[src/wbr_pkg.sv]
// Shared types and constants for the Wiegand bit receiver.
// No dependencies; used by every module of the block.
`timescale 1ns / 1ps

package wbr_pkg;

    localparam int CFG_DATA_W  = 16;
    localparam int CFG_INDEX_W = 1;
    localparam int GAP_W       = 16;
    localparam int MAXB_W      = 8;
    localparam int COUNT_W     = 9;

    // register indexes
    localparam logic [CFG_INDEX_W-1:0] CFG_GAP_THRESHOLD = 1'b0;
    localparam logic [CFG_INDEX_W-1:0] CFG_MAX_BITS      = 1'b1;

    localparam logic [GAP_W-1:0]   GAP_RESET      = 16'd250;
    localparam logic [MAXB_W-1:0]  MAX_BITS_RESET = 8'd64;
    localparam logic [GAP_W-1:0]   IDLE_MAX       = 16'hFFFF;
    localparam logic [COUNT_W-1:0] PULSE_MAX      = 9'h1FF;

    // result kinds
    localparam logic KIND_DATA = 1'b0;
    localparam logic KIND_EOF  = 1'b1;

    // one classified sample: the results it still has to produce
    typedef struct packed {
        logic               has_zero;
        logic               has_one;
        logic               has_eof;
        logic [COUNT_W-1:0] frame_bits;
    } event_t;

endpackage

[src/wiegand_bit_receiver.sv]
// Top level of the Wiegand bit receiver: front end, event queue, result sequencer.
// Depends on wbr_pkg, wbr_front, wbr_event_fifo, wbr_back.
`timescale 1ns / 1ps

// Channel   Handshake        Payload
// sample    push / full      zero_line, one_line
// result    pop / empty      kind, bit_value, frame_bits, last
// config    cfg_we           cfg_index, cfg_data
//
// One line sample is taken per clock while the event queue has room.
// A sample becomes at most one event; its results pass through the event queue
// and the sequencer's work register into the output register.
// The sequencer drains one result per clock while the output is empty or popped;
// once EVQ_DEPTH events wait, full blocks every sample, idle ones included,
// until the sequencer takes an event.
// Reset clears line state, queue and output; registers return to 250 and 64.

module wiegand_bit_receiver #(
    parameter int EVQ_DEPTH = 4
) (
    input  logic                            clk,
    input  logic                            rst_n,
    input  logic                            cfg_we,
    input  logic [wbr_pkg::CFG_INDEX_W-1:0] cfg_index,
    input  logic [wbr_pkg::CFG_DATA_W-1:0]  cfg_data,
    input  logic                            push,
    output logic                            full,
    input  logic                            zero_line,
    input  logic                            one_line,
    input  logic                            pop,
    output logic                            empty,
    output logic                            kind,
    output logic                            bit_value,
    output logic [wbr_pkg::COUNT_W-1:0]     frame_bits,
    output logic                            last
);

    logic            sample_take;
    logic            ev_push, ev_valid, ev_take;
    wbr_pkg::event_t ev_in, ev_out;

    assign sample_take = push && !full;

    wbr_front u_front (
        .clk         (clk),
        .rst_n       (rst_n),
        .cfg_we      (cfg_we),
        .cfg_index   (cfg_index),
        .cfg_data    (cfg_data),
        .sample_take (sample_take),
        .zero_line   (zero_line),
        .one_line    (one_line),
        .ev_push     (ev_push),
        .ev_data     (ev_in)
    );

    wbr_event_fifo #(
        .DEPTH (EVQ_DEPTH)
    ) u_fifo (
        .clk      (clk),
        .rst_n    (rst_n),
        .wr_en    (ev_push),
        .wr_data  (ev_in),
        .full     (full),
        .rd_en    (ev_take),
        .rd_valid (ev_valid),
        .rd_data  (ev_out)
    );

    wbr_back u_back (
        .clk        (clk),
        .rst_n      (rst_n),
        .ev_valid   (ev_valid),
        .ev_data    (ev_out),
        .ev_take    (ev_take),
        .pop        (pop),
        .empty      (empty),
        .kind       (kind),
        .bit_value  (bit_value),
        .frame_bits (frame_bits),
        .last       (last)
    );

    a_push_room: assert property (@(posedge clk) disable iff (!rst_n)
        ev_push |-> !full)
        else $error("event written into a full queue");

    a_take_valid: assert property (@(posedge clk) disable iff (!rst_n)
        ev_take |-> ev_valid)
        else $error("event taken from an empty queue");

    a_eof_last: assert property (@(posedge clk) disable iff (!rst_n)
        (!empty && kind == wbr_pkg::KIND_EOF) |-> (last && !bit_value && frame_bits != '0))
        else $error("malformed end-of-frame result");

    a_data_bits: assert property (@(posedge clk) disable iff (!rst_n)
        (!empty && kind == wbr_pkg::KIND_DATA) |-> (frame_bits == '0))
        else $error("data result carries a frame count");

endmodule

[src/wbr_front.sv]
// Front end: line sampling state, configuration registers, event classification.
// Depends on wbr_pkg.
`timescale 1ns / 1ps

module wbr_front (
    input  logic                            clk,
    input  logic                            rst_n,
    input  logic                            cfg_we,
    input  logic [wbr_pkg::CFG_INDEX_W-1:0] cfg_index,
    input  logic [wbr_pkg::CFG_DATA_W-1:0]  cfg_data,
    input  logic                            sample_take,
    input  logic                            zero_line,
    input  logic                            one_line,
    output logic                            ev_push,
    output wbr_pkg::event_t                 ev_data
);

    logic [wbr_pkg::GAP_W-1:0]   gap_threshold_reg;
    logic [wbr_pkg::MAXB_W-1:0]  max_bits_reg;

    logic                        pulse_latched_reg, pulse_latched_next;
    logic                        frame_active_reg, frame_active_next;
    logic [wbr_pkg::GAP_W-1:0]   idle_count_reg, idle_count_next;
    logic [wbr_pkg::COUNT_W-1:0] pulse_count_reg, pulse_count_next;

    logic [wbr_pkg::GAP_W-1:0]   idle_inc;
    logic [wbr_pkg::COUNT_W-1:0] pulse_inc;

    assign idle_inc  = (idle_count_reg == wbr_pkg::IDLE_MAX) ? idle_count_reg
                                                             : idle_count_reg + 1'b1;
    assign pulse_inc = (pulse_count_reg == wbr_pkg::PULSE_MAX) ? pulse_count_reg
                                                               : pulse_count_reg + 1'b1;

    always_comb
    begin
        pulse_latched_next = pulse_latched_reg;
        frame_active_next  = frame_active_reg;
        idle_count_next    = idle_count_reg;
        pulse_count_next   = pulse_count_reg;
        ev_push            = 1'b0;
        ev_data            = '0;
        if (sample_take)
        begin
            if (zero_line && one_line)
            begin
                pulse_latched_next = 1'b0;
                idle_count_next    = idle_inc;
                if (frame_active_reg && idle_inc >= gap_threshold_reg)
                begin
                    ev_push            = 1'b1;
                    ev_data.has_eof    = 1'b1;
                    ev_data.frame_bits = pulse_count_reg;
                    frame_active_next  = 1'b0;
                    idle_count_next    = '0;
                    pulse_count_next   = '0;
                end
            end
            else if (!pulse_latched_reg)
            begin
                // first sample of a new pulse
                ev_push            = 1'b1;
                ev_data.has_zero   = !zero_line;
                ev_data.has_one    = !one_line;
                pulse_latched_next = 1'b1;
                frame_active_next  = 1'b1;
                idle_count_next    = '0;
                pulse_count_next   = pulse_inc;
                if (pulse_inc > {1'b0, max_bits_reg})
                begin
                    ev_data.has_eof    = 1'b1;
                    ev_data.frame_bits = pulse_inc;
                    pulse_latched_next = 1'b0;
                    frame_active_next  = 1'b0;
                    pulse_count_next   = '0;
                end
            end
        end
    end

    always_ff @(posedge clk or negedge rst_n)
    begin
        if (!rst_n)
        begin
            gap_threshold_reg <= wbr_pkg::GAP_RESET;
            max_bits_reg      <= wbr_pkg::MAX_BITS_RESET;
            pulse_latched_reg <= 1'b0;
            frame_active_reg  <= 1'b0;
            idle_count_reg    <= '0;
            pulse_count_reg   <= '0;
        end
        else
        begin
            if (cfg_we && cfg_index == wbr_pkg::CFG_GAP_THRESHOLD)
                gap_threshold_reg <= cfg_data[wbr_pkg::GAP_W-1:0];
            if (cfg_we && cfg_index == wbr_pkg::CFG_MAX_BITS)
                max_bits_reg <= cfg_data[wbr_pkg::MAXB_W-1:0];
            pulse_latched_reg <= pulse_latched_next;
            frame_active_reg  <= frame_active_next;
            idle_count_reg    <= idle_count_next;
            pulse_count_reg   <= pulse_count_next;
        end
    end

endmodule

[src/wbr_event_fifo.sv]
// Short event queue between front end and result sequencer.
// Depends on wbr_pkg for the event type.
`timescale 1ns / 1ps

module wbr_event_fifo #(
    parameter int DEPTH = 4
) (
    input  logic            clk,
    input  logic            rst_n,
    input  logic            wr_en,
    input  wbr_pkg::event_t wr_data,
    output logic            full,
    input  logic            rd_en,
    output logic            rd_valid,
    output wbr_pkg::event_t rd_data
);

    localparam int PTR_W = (DEPTH > 1) ? $clog2(DEPTH) : 1;
    localparam int CNT_W = $clog2(DEPTH + 1);

    wbr_pkg::event_t  mem [DEPTH];
    logic [PTR_W-1:0] wr_ptr_reg, rd_ptr_reg;
    logic [CNT_W-1:0] count_reg;

    function automatic logic [PTR_W-1:0] ptr_inc(input logic [PTR_W-1:0] p);
        return (p == PTR_W'(DEPTH - 1)) ? '0 : p + 1'b1;
    endfunction

    assign full     = (count_reg == CNT_W'(DEPTH));
    assign rd_valid = (count_reg != '0);
    assign rd_data  = mem[rd_ptr_reg];

    always_ff @(posedge clk)
    begin
        if (wr_en)
            mem[wr_ptr_reg] <= wr_data;
    end

    always_ff @(posedge clk or negedge rst_n)
    begin
        if (!rst_n)
        begin
            wr_ptr_reg <= '0;
            rd_ptr_reg <= '0;
            count_reg  <= '0;
        end
        else
        begin
            if (wr_en)
                wr_ptr_reg <= ptr_inc(wr_ptr_reg);
            if (rd_en)
                rd_ptr_reg <= ptr_inc(rd_ptr_reg);
            if (wr_en && !rd_en)
                count_reg <= count_reg + 1'b1;
            else if (rd_en && !wr_en)
                count_reg <= count_reg - 1'b1;
        end
    end

endmodule

[src/wbr_back.sv]
// Result sequencer: expands one event into its results, one per cycle while the output
// is empty or popped, into a single output register. Depends on wbr_pkg.
`timescale 1ns / 1ps

module wbr_back (
    input  logic                        clk,
    input  logic                        rst_n,
    input  logic                        ev_valid,
    input  wbr_pkg::event_t             ev_data,
    output logic                        ev_take,
    input  logic                        pop,
    output logic                        empty,
    output logic                        kind,
    output logic                        bit_value,
    output logic [wbr_pkg::COUNT_W-1:0] frame_bits,
    output logic                        last
);

    wbr_pkg::event_t             work_reg, work_next, work_after;
    logic                        work_valid_reg, work_valid_next;
    logic                        out_valid_reg;
    logic                        out_kind_reg, out_bit_reg, out_last_reg;
    logic [wbr_pkg::COUNT_W-1:0] out_bits_reg;

    logic                        out_free, emit, rem_any;
    logic                        sel_kind, sel_bit;
    logic [wbr_pkg::COUNT_W-1:0] sel_bits;

    assign out_free = !out_valid_reg || pop;
    assign emit     = work_valid_reg && out_free;

    // results leave in order: zero bit, one bit, end of frame
    always_comb
    begin
        work_after = work_reg;
        sel_kind   = wbr_pkg::KIND_DATA;
        sel_bit    = 1'b0;
        sel_bits   = '0;
        if (work_reg.has_zero)
            work_after.has_zero = 1'b0;
        else if (work_reg.has_one)
        begin
            work_after.has_one = 1'b0;
            sel_bit            = 1'b1;
        end
        else
        begin
            work_after.has_eof = 1'b0;
            sel_kind           = wbr_pkg::KIND_EOF;
            sel_bits           = work_reg.frame_bits;
        end
    end

    assign rem_any = work_after.has_zero || work_after.has_one || work_after.has_eof;
    assign ev_take = ev_valid && (!work_valid_reg || (emit && !rem_any));

    always_comb
    begin
        work_valid_next = work_valid_reg;
        work_next       = work_reg;
        if (ev_take)
        begin
            work_valid_next = 1'b1;
            work_next       = ev_data;
        end
        else if (emit)
        begin
            work_valid_next = rem_any;
            work_next       = work_after;
        end
    end

    always_ff @(posedge clk or negedge rst_n)
    begin
        if (!rst_n)
        begin
            work_valid_reg <= 1'b0;
            out_valid_reg  <= 1'b0;
        end
        else
        begin
            work_valid_reg <= work_valid_next;
            if (emit)
                out_valid_reg <= 1'b1;
            else if (pop)
                out_valid_reg <= 1'b0;
        end
    end

    always_ff @(posedge clk)
    begin
        work_reg <= work_next;
        if (emit)
        begin
            out_kind_reg <= sel_kind;
            out_bit_reg  <= sel_bit;
            out_bits_reg <= sel_bits;
            out_last_reg <= !rem_any;
        end
    end

    assign empty      = !out_valid_reg;
    assign kind       = out_kind_reg;
    assign bit_value  = out_bit_reg;
    assign frame_bits = out_bits_reg;
    assign last       = out_last_reg;

endmodule
[config.mk]
export PLATFORM = sky130hd
export DESIGN_NAME = wiegand_bit_receiver
export DESIGN_NICKNAME = d
export VERILOG_FILES = /design/src/wbr_pkg.sv /design/src/wiegand_bit_receiver.sv /design/src/wbr_front.sv /design/src/wbr_event_fifo.sv /design/src/wbr_back.sv
export SDC_FILE = /design/constraint.sdc
export NUM_CORES = 1
export LEC_CHECK = 0
export BUFFER_PORTS_ARGS = -buffer_cell sky130_fd_sc_hd__clkbuf_2
export CORE_MARGIN = 2
export CORE_UTILIZATION = 53
export CTS_CLUSTER_DIAMETER = 120
export DETAILED_ROUTE_END_ITERATION = 8
export GPL_ROUTABILITY_DRIVEN = 0
export PLACE_DENSITY = 0.85
export SKIP_LAST_GASP = 1
export SLEW_MARGIN = 20
export SYNTH_ARGS = -nofsm -noshare
export SYNTH_HDL_FRONTEND = slang
export SYNTH_SLANG_ARGS = --single-unit
[constraint.sdc]
create_clock -name clk -period 4.3 [get_ports clk]
set_clock_uncertainty 0.2 [all_clocks]
set_input_delay 0 -clock clk [delete_from_list [all_inputs] [get_ports clk]]
set_output_delay 0 -clock clk [all_outputs]
set_load 0.05 [all_outputs]
==> out/results.tsv, run 1 <==
stage	metric	value	unit
power_and_ir_drop	power.share.combinational	28.2	%
worst_setup_path	timing.critical_path.slowest_stage_cell	sky130_fd_sc_hd__o31ai_1	
synth	synth.most_common_cell	sky130_fd_sc_hd__edfxtp_1	
timing	final_hold_violation_count	0	
timing	finalSetupViolCount	2	
global_route	grt_remaining_overflow	0	
finish	final-instance-count-excl-fill	810	
clock_tree	clk_pin_slew	60	ps
die	die_width	115	microns
clock_tree	cts_made_buffers	17	
finish	insertedDiodeCount	0	
finish	final_area	8200	sq um
detailed_routing	route.detailed.vias_per_inst	6.21	
power_and_ir_drop	int_power	3060	uW
synth	ys_ff_latch	132	
timing	layout_min_cycle_time	4350	ps
worst_setup_path	crit_arrival	4450	ps
power_and_ir_drop	p_sw	1510	uW
die	chipHeight	115	microns
run_status	status	complete, but fails checks	
placement	post-place-cells	718	
detailed_routing	drtAntennaViolNets	0	
synth	seq_area_frac_synth	56.6	%
run_status	failing_checks	setup timing	
finish	finish.utilization	68.5	%
timing	finalCritPeriodShare	101	%
synth	synthesis.yosys.warnings	0	
global_route	number_of_antenna_violations_at_the_first_check_in_global_routing	0	
clock_tree	numClockSinks	132	
finish	drive_gt1_share	24.4	%
synth	yosysTopAreaCellShare	33.3	%
min_path	worst_hold_path_type	input port to asynchronous set/reset pin	
worst_setup_path	path_buf_inv	2	
power_and_ir_drop	maximum_ir_drop_on_the_vdd_rail	0.000276	V
timing	timing.final.ws_setup	-51.9	ps
die	std_cell_rows	40	
clock_tree	clock_tree.htree_level_count	4	
clock_tree	clk_root_buffer_cell	sky130_fd_sc_hd__clkbuf_16	
power_and_ir_drop	share_seq_of_total_power	40.5	%
global_route	grt_max_degree	54	
synth	synthArstFlopShare	45.5	%
power_and_ir_drop	share_clk_of_total_power	31.3	%
placement	placed_area	6930	sq um
power_and_ir_drop	cellPowerDensity	557	nW/um^2
detailed_routing	routed_wl	16900	microns
die	core_box_area	12000	sq um
placement	count_of_port_buffers_added_during_placement	37	
worst_setup_path	critPathLaunchType	register	
detailed_routing	detail_route.drc_violations	0	
synth	synth_area_leaders	sky130_fd_sc_hd__edfxtp_1, sky130_fd_sc_hd__dfrtp_1, sky130_fd_sc_hd__ha_1	
die	floorplan.die_area	13100	sq um
finish	final_nets	707	
synth	synth_area	6490	sq um
timing	clock.fmax	230	MHz
detailed_routing	routed-via-count	5034	
timing	slew-limit-headroom	43.0	%
worst_setup_path	critical_path_required	4400	ps
synth	synth_top_flop_cell	sky130_fd_sc_hd__edfxtp_1	
worst_setup_path	cp_cell_sequence	nand3_2, or2_1, o31ai_1, xnor2_1, ha_1, o21ai_0, nand2b_1, a32oi_1, a31oi_2, nand2_2, inv_2, ha_2, inv_1, fa_1, mux2_2	
synth	synthesis.instances	530	
power_and_ir_drop	static-leakage-power	0.00341	uW
synth	synth_fp_nets	587	
clock_tree	worst_skew_pair.late_latency	430	ps
global_route	grt_pass1_wl	25300	microns
worst_setup_path	timing.critical_path.fanout_max	6	
timing	grt_setup_unrepaired	yes	
timing	finalSetupTns	-95.5	ps
worst_setup_path	worst_path_dominant_cell_family	compound AO/OA/AOI/OAI gates	
synth	synth_enable_flop_cells	72	
finish	layout.filler_cells	716	
detailed_routing	drt_pre_antenna_iters	5	
global_route	grt_usage	25.5	%
worst_setup_path	critical_path_class	register to register	
clock_tree	cts_buffer_depth	2	
finish	area_growth_syn_to_layout	26.3	%
die	num_io_pins	38	
detailed_routing	post_drt_wl_per_cell	20.8	microns
timing	worst_hold_slack	97.5	ps
worst_setup_path	largest_stage_delay_on_the_critical_path	520	ps
synth	synth_top_area_cell	sky130_fd_sc_hd__edfxtp_1	
finish	largest_reg_flops	48	
timing	tightestPinTransition	855	ps
clock_tree	tritoncts	yes	
synth	yosysUniqueCellTypes	60	
synth	post_synth_most_frequent_cells	sky130_fd_sc_hd__edfxtp_1, sky130_fd_sc_hd__dfrtp_1, sky130_fd_sc_hd__nand2_1	
detailed_routing	drt-initial-drc-count	664	
placement	dp_hpwl	8860	microns
die	starting_density_of_the_core	54.2	%
worst_setup_path	worst_setup_path_end_kind	register	
power_and_ir_drop	switching_share	33.1	%
synth	post_synth.cell_area_avg	12.2	sq um
timing	finalMaxSlewViolations	0	
job	max-cap-violations	0	
global_route	number_of_global_route_vias_before_repair	4966	
## cells in the final DEF, fill, tap and decap left out, types with 3 or more instances in the layout
| cell | synthesis | layout |
|---|---|---|
| sky130_fd_sc_hd__o21ai_0 | 28 | 27 |
| sky130_fd_sc_hd__nand2b_1 | 10 | 10 |
| sky130_fd_sc_hd__o21a_1 | 3 | 3 |
| sky130_fd_sc_hd__a21oi_1 | 16 | 16 |
| sky130_fd_sc_hd__mux4_2 | 12 | 12 |
| sky130_fd_sc_hd__ha_4 | 0 | 3 |
| sky130_fd_sc_hd__and3_2 | 3 | 3 |
| sky130_fd_sc_hd__a22o_1 | 8 | 8 |
| sky130_fd_sc_hd__clkbuf_16 | 0 | 17 |
| sky130_fd_sc_hd__edfxtp_1 | 72 | 72 |
| sky130_fd_sc_hd__inv_1 | 32 | 32 |
| sky130_fd_sc_hd__and3_1 | 9 | 7 |
| sky130_fd_sc_hd__buf_4 | 0 | 29 |
| sky130_fd_sc_hd__ha_1 | 32 | 28 |
| sky130_fd_sc_hd__xor2_1 | 9 | 9 |
| sky130_fd_sc_hd__xnor2_1 | 17 | 16 |
| sky130_fd_sc_hd__nor2_1 | 32 | 31 |
| sky130_fd_sc_hd__a22oi_1 | 7 | 7 |
| sky130_fd_sc_hd__dlygate4sd3_1 | 0 | 51 |
| sky130_fd_sc_hd__nand2_2 | 0 | 3 |
| sky130_fd_sc_hd__nand3b_1 | 3 | 3 |
| sky130_fd_sc_hd__mux2i_1 | 3 | 3 |
| sky130_fd_sc_hd__dfstp_2 | 7 | 7 |
| sky130_fd_sc_hd__and2_1 | 14 | 14 |
| sky130_fd_sc_hd__clkbuf_2 | 0 | 37 |
| sky130_fd_sc_hd__clkinvlp_4 | 0 | 3 |
| sky130_fd_sc_hd__dfrtp_2 | 0 | 4 |
| sky130_fd_sc_hd__nor2_2 | 2 | 3 |
| sky130_fd_sc_hd__nand2_1 | 42 | 39 |
| sky130_fd_sc_hd__nand3_1 | 14 | 12 |
| sky130_fd_sc_hd__dfrtp_1 | 53 | 49 |
| sky130_fd_sc_hd__mux2_2 | 14 | 15 |
| sky130_fd_sc_hd__nor2b_1 | 13 | 13 |
| sky130_fd_sc_hd__nand4_1 | 8 | 8 |
| sky130_fd_sc_hd__nor3_1 | 8 | 7 |
| sky130_fd_sc_hd__a21o_1 | 5 | 5 |
## metal layers
metal	wire [microns]	GRT usage [%]	up-vias	part of all wire [%]
met1	6340	30.5	2404	38
li1	-	-	2155	-
met3	1350	6.25	101	8.0
met2	8200	42.1	374	49
met4	986	14.6	0	5.8
met5	0	0	-	0
## timing repair
action | 4_1_cts | 5_1_grt
hold endpoints to repair | 92 | 0
pin swaps | 2 | 11
cloned | 0 | 0
hold buffers | 51 | 0
setup buffers | 2 | 7
gates resized for setup | 5 | 21
endpoints found under the setup margin | 2 | 95
## cells by family after synthesis
logic type | after synthesis | synth area share [%]
AOI/OAI and AO/OA | 83 | 8.27
xor gates and xnor gates | 26 | 3.51
adders and majority gates | 33 | 6.48
buffers and inverters | 49 | 3.09
DFF | 132 | 56.6
muxes | 32 | 7.58
and+or+nand+nor | 175 | 14.5
## metrics by stage
stage / total power, uW / worst slack (ps)
2_1_floorplan: 2670 / 4.68
3_5_place_dp: 2970 / -55.0
6_report: 4570 / -51.9
4_1_cts: 4440 / 50.1
5_1_grt: 4760 / -178
3_3_place_gp: 2880 / 77.5
## power groups by stage
stage / logic, uW / clock network (uW) / registers, uW
after global routing: 1380 / 1490 / 1890
after floorplan: 751 / 0 / 1920
after CTS: 1170 / 1430 / 1830
after detailed placement: 1110 / 0 / 1850
final: 1290 / 1430 / 1850
after global placement: 1050 / 0 / 1830
## area by class of cell
cell class / instances / area, sq um / share of cell area (%)
Tap cell: 147 / 184 / 2.24
Clock buffer: 20 / 447 / 5.45
Sequential cell: 132 / 3680 / 44.9
Timing Repair Buffer: 117 / 913 / 11.1
Multi-Input combinational cell: 349 / 2720 / 33.2
Clock inverter: 12 / 130 / 1.59
Inverter: 33 / 124 / 1.51
## tightest hold or removal path, cell delays in order
cell                            delay [ps]
sky130_fd_sc_hd__dlygate4sd3_1         520
sky130_fd_sc_hd__clkbuf_2              130
sky130_fd_sc_hd__buf_4                 550
## worst paths after layout
check | from | endpoint | slack [ps] | cells after the start
max | u_front.idle_count_reg[13] | u_fifo.count_reg[1] | -50 | 15
min reg2reg | u_fifo.count_reg[2] | u_fifo.count_reg[2] | 290 | 1
max reg2reg | u_front.idle_count_reg[13] | u_fifo.count_reg[1] | -50 | 15
min | rst_n | u_front.idle_count_reg[4] | 100 | 3
min in group clk | cfg_data[0] | u_front.gap_threshold_reg[0] | 160 | 3
max in group asynchronous | rst_n | u_fifo.count_reg[1] | 3220 | 3
Note: power is estimated with default switching activity, not from simulation.
==> inputs of run 2 (changes only) <==
--- a/config.mk
+++ b/config.mk
@@ -5,13 +5,13 @@
 export SDC_FILE = /design/constraint.sdc
 export NUM_CORES = 1
 export LEC_CHECK = 0
-export BUFFER_PORTS_ARGS = -buffer_cell sky130_fd_sc_hd__clkbuf_2
+export BUFFER_PORTS_ARGS = -buffer_cell sky130_fd_sc_hd__buf_4
 export CORE_MARGIN = 2
 export CORE_UTILIZATION = 53
 export CTS_CLUSTER_DIAMETER = 120
 export DETAILED_ROUTE_END_ITERATION = 8
 export GPL_ROUTABILITY_DRIVEN = 0
-export PLACE_DENSITY = 0.85
+export PLACE_DENSITY = 0.82
 export SKIP_LAST_GASP = 1
 export SLEW_MARGIN = 20
 export SYNTH_ARGS = -nofsm -noshare
==> constraint.sdc (replaced) <==
create_clock -name clk -period 4.01 [get_ports clk]
set_clock_uncertainty 0.2 [all_clocks]
set_input_delay 0 -clock clk [delete_from_list [all_inputs] [get_ports clk]]
set_output_delay 0 -clock clk [all_outputs]
set_load 0.05 [all_outputs]
==> out/results.tsv, run 2 (same netlist as run 1, synthesis figures left out) <==
stage	metric	value	unit	change
worst_setup_path	critPathLaunchType	register		
power_and_ir_drop	int_power	3460	uW	+13%
global_route	number_of_global_route_vias_before_repair	4905		-1.2%
finish	area_growth_syn_to_layout	31.7	%	
worst_setup_path	timing.critical_path.fanout_max	4		-2
worst_setup_path	cp_cell_sequence	nand3_1, or2_1, o31a_1, buf_4, nand3_1, xnor2_1, ha_1, nand2_1, nor4_2, a32oi_2, a31oi_2, nand2_2, inv_2, ha_4, inv_2, fa_2, xor2_1, nor2_1, xor2_1		
timing	timing.final.ws_setup	-337	ps	-285 ps
clock_tree	cts_buffer_depth	2		unchanged
run_status	status	complete, but fails checks		
timing	finalMaxSlewViolations	0		unchanged
power_and_ir_drop	maximum_ir_drop_on_the_vdd_rail	0.000335	V	+21%
detailed_routing	detail_route.drc_violations	0		unchanged
worst_setup_path	critical_path_class	register to register		
timing	slew-limit-headroom	45.5	%	+2.5 points
clock_tree	clk_pin_slew	70	ps	about the same
power_and_ir_drop	power.share.combinational	29.1	%	+0.9 points
clock_tree	cts_made_buffers	17		unchanged
power_and_ir_drop	static-leakage-power	0.00355	uW	+4.0%
global_route	grt_remaining_overflow	0		unchanged
die	core_box_area	12000	sq um	unchanged
timing	final_hold_violation_count	10		+10
timing	layout_min_cycle_time	4350	ps	-4.87 ps
finish	drive_gt1_share	27.9	%	+3.4 points
timing	finalCritPeriodShare	108	%	+7.2 points
timing	worst_hold_slack	-20.3	ps	-118 ps
die	num_io_pins	38		unchanged
worst_setup_path	critical_path_launch_point	u_front.idle_count_reg[13]		
global_route	number_of_antenna_violations_at_the_first_check_in_global_routing	1		+1
die	std_cell_rows	40		unchanged
worst_setup_path	crit_arrival	4490	ps	+40 ps
clock_tree	worst_skew_pair.late_latency	440	ps	about the same
power_and_ir_drop	share_clk_of_total_power	32.6	%	+1.3 points
global_route	grt_pass1_wl	24400	microns	-3.7%
detailed_routing	drt_pre_antenna_iters	7		+2
power_and_ir_drop	p_sw	1680	uW	+11%
global_route	grt_usage	24.8	%	-0.66 points
worst_setup_path	worst_setup_path_end_kind	register		
timing	finalSetupViolCount	70		+68
worst_setup_path	timing.critical_path.slowest_stage_cell	sky130_fd_sc_hd__dfrtp_1		
timing	finalSetupTns	-3500	ps	-3400 ps
detailed_routing	post_drt_wl_per_cell	22.2	microns	+6.7%
global_route	grt_max_degree	61		+13%
clock_tree	clk_root_buffer_cell	sky130_fd_sc_hd__clkbuf_16		
placement	detailedPlace.worstSlack	44.4	ps	+99.4 ps
clock_tree	tritoncts	yes		
finish	final_nets	719		+1.7%
worst_setup_path	largest_stage_delay_on_the_critical_path	430	ps	-90 ps
power_and_ir_drop	switching_share	32.7	%	-0.38 points
worst_setup_path	path_buf_inv	3		+1
die	chipHeight	115	microns	unchanged
min_path	worst_hold_path_type	input port to asynchronous set/reset pin		
detailed_routing	drt-initial-drc-count	693		+4.4%
worst_setup_path	critical_path_required	4160	ps	-240 ps
finish	most-common-layout-cells	sky130_fd_sc_hd__buf_4, sky130_fd_sc_hd__edfxtp_1, sky130_fd_sc_hd__dlygate4sd3_1		
worst_setup_path	worst_path_dominant_cell_family	simple AND/OR/NAND/NOR gates		
die	starting_density_of_the_core	54.2	%	unchanged
power_and_ir_drop	cellPowerDensity	601	nW/um^2	+7.9%
timing	grt_setup_unrepaired	yes		
die	die_width	115	microns	unchanged
detailed_routing	drtAntennaViolNets	0		unchanged
timing	tightestPinTransition	817	ps	-37.5 ps
timing	clock.fmax	230	MHz	+0.11%
detailed_routing	routed_wl	18300	microns	+8.4%
finish	mostFrequentLayoutCell	sky130_fd_sc_hd__buf_4		
finish	largest_reg_flops	48		unchanged
power_and_ir_drop	share_seq_of_total_power	38.4	%	-2.1 points
placement	dp_hpwl	8660	microns	-2.3%
detailed_routing	route.detailed.vias_per_inst	6.33		+1.8%
job	max-cap-violations	0		unchanged
clock_tree	numClockSinks	132		unchanged
placement	count_of_port_buffers_added_during_placement	37		unchanged
detailed_routing	routed-via-count	5207		+3.4%
run_status	failing_checks	hold timing, setup timing		
finish	finish.utilization	71.4	%	+2.9 points
die	floorplan.die_area	13100	sq um	unchanged
worst_setup_path	regToRegStartpoint	u_front.idle_count_reg[13]		
clock_tree	clock_tree.htree_level_count	4		unchanged
[run 2: path summary, 6_finish.rpt]
| check | endpoint | slack, ps | depth (start not counted) |
|---|---|---|---|
| min in group clk | u_front.max_bits_reg[1] | 180 | 3 |
| setup / recovery | u_fifo.count_reg[2] | -340 | 19 |
| setup reg to reg | u_fifo.count_reg[2] | -340 | 19 |
| hold reg to reg | u_fifo.count_reg[2] | 290 | 1 |
| hold / removal | u_front.gap_threshold_reg[15] | -20 | 2 |
| max in group asynchronous | u_front.idle_count_reg[10] | 3030 | 2 |
[run 2: layout make-up]
class | instances | area (sq um)
Antenna cell | 1 | 2.50
Multi-Input combinational cell | 349 | 2820
Clock buffer | 18 | 429
Fill cell | 680 | 3420
Clock inverter | 14 | 199
Timing Repair Buffer | 129 | 1110
Tap cell | 147 | 184
Inverter | 33 | 124
Sequential cell | 132 | 3670
[run 2: through the flow]
stage | instances | power, uW | instance area [sq um]
detailed placement | 721 | 3250 | 7090
global route | 823 | 5330 | 8550
floorplan | 530 | 2890 | 6540
finish | 823 | 5140 | 8550
CTS | 815 | 4980 | 8330
global placement | 721 | 3180 | 7090
[run 2: power by group through the flow]
stage / clock [uW] / sequential (uW) / combinational (uW)
after floorplan: 0 / 2060 / 823
after global placement: 0 / 1960 / 1210
after detailed placement: 0 / 1980 / 1270
after CTS: 1670 / 1960 / 1360
after global routing: 1730 / 2010 / 1590
final: 1680 / 1970 / 1490
[run 2: worst register-to-register path: cells and delay by family, from the launching register on]
family | cells | cell delay [ps]
xor gates and xnor gates | 3 | 450
AOI/OAI and AO/OA | 3 | 810
and+or+nand+nor | 7 | 1280
DFF | 1 | 430
buffers and inverters | 3 | 300
adders and majority gates | 3 | 800
[run 2: routing by layer]
layer / GRT usage, % / vias up / part of all wire [%]
met4: 13.1 / 0 / 6.7
li1: - / 2190 / -
met3: 5.77 / 136 / 8.2
met1: 29.2 / 2479 / 36
met5: 0 / - / 0
met2: 42.2 / 402 / 49
[run 2: timing repair]
action                     CTS  global route
resized for setup            6            37
pin swaps                    8            17
hold buffers                53             0
hold endpoints to repair    95             0
setup endpoints to repair    1            94
setup buffers                9             8
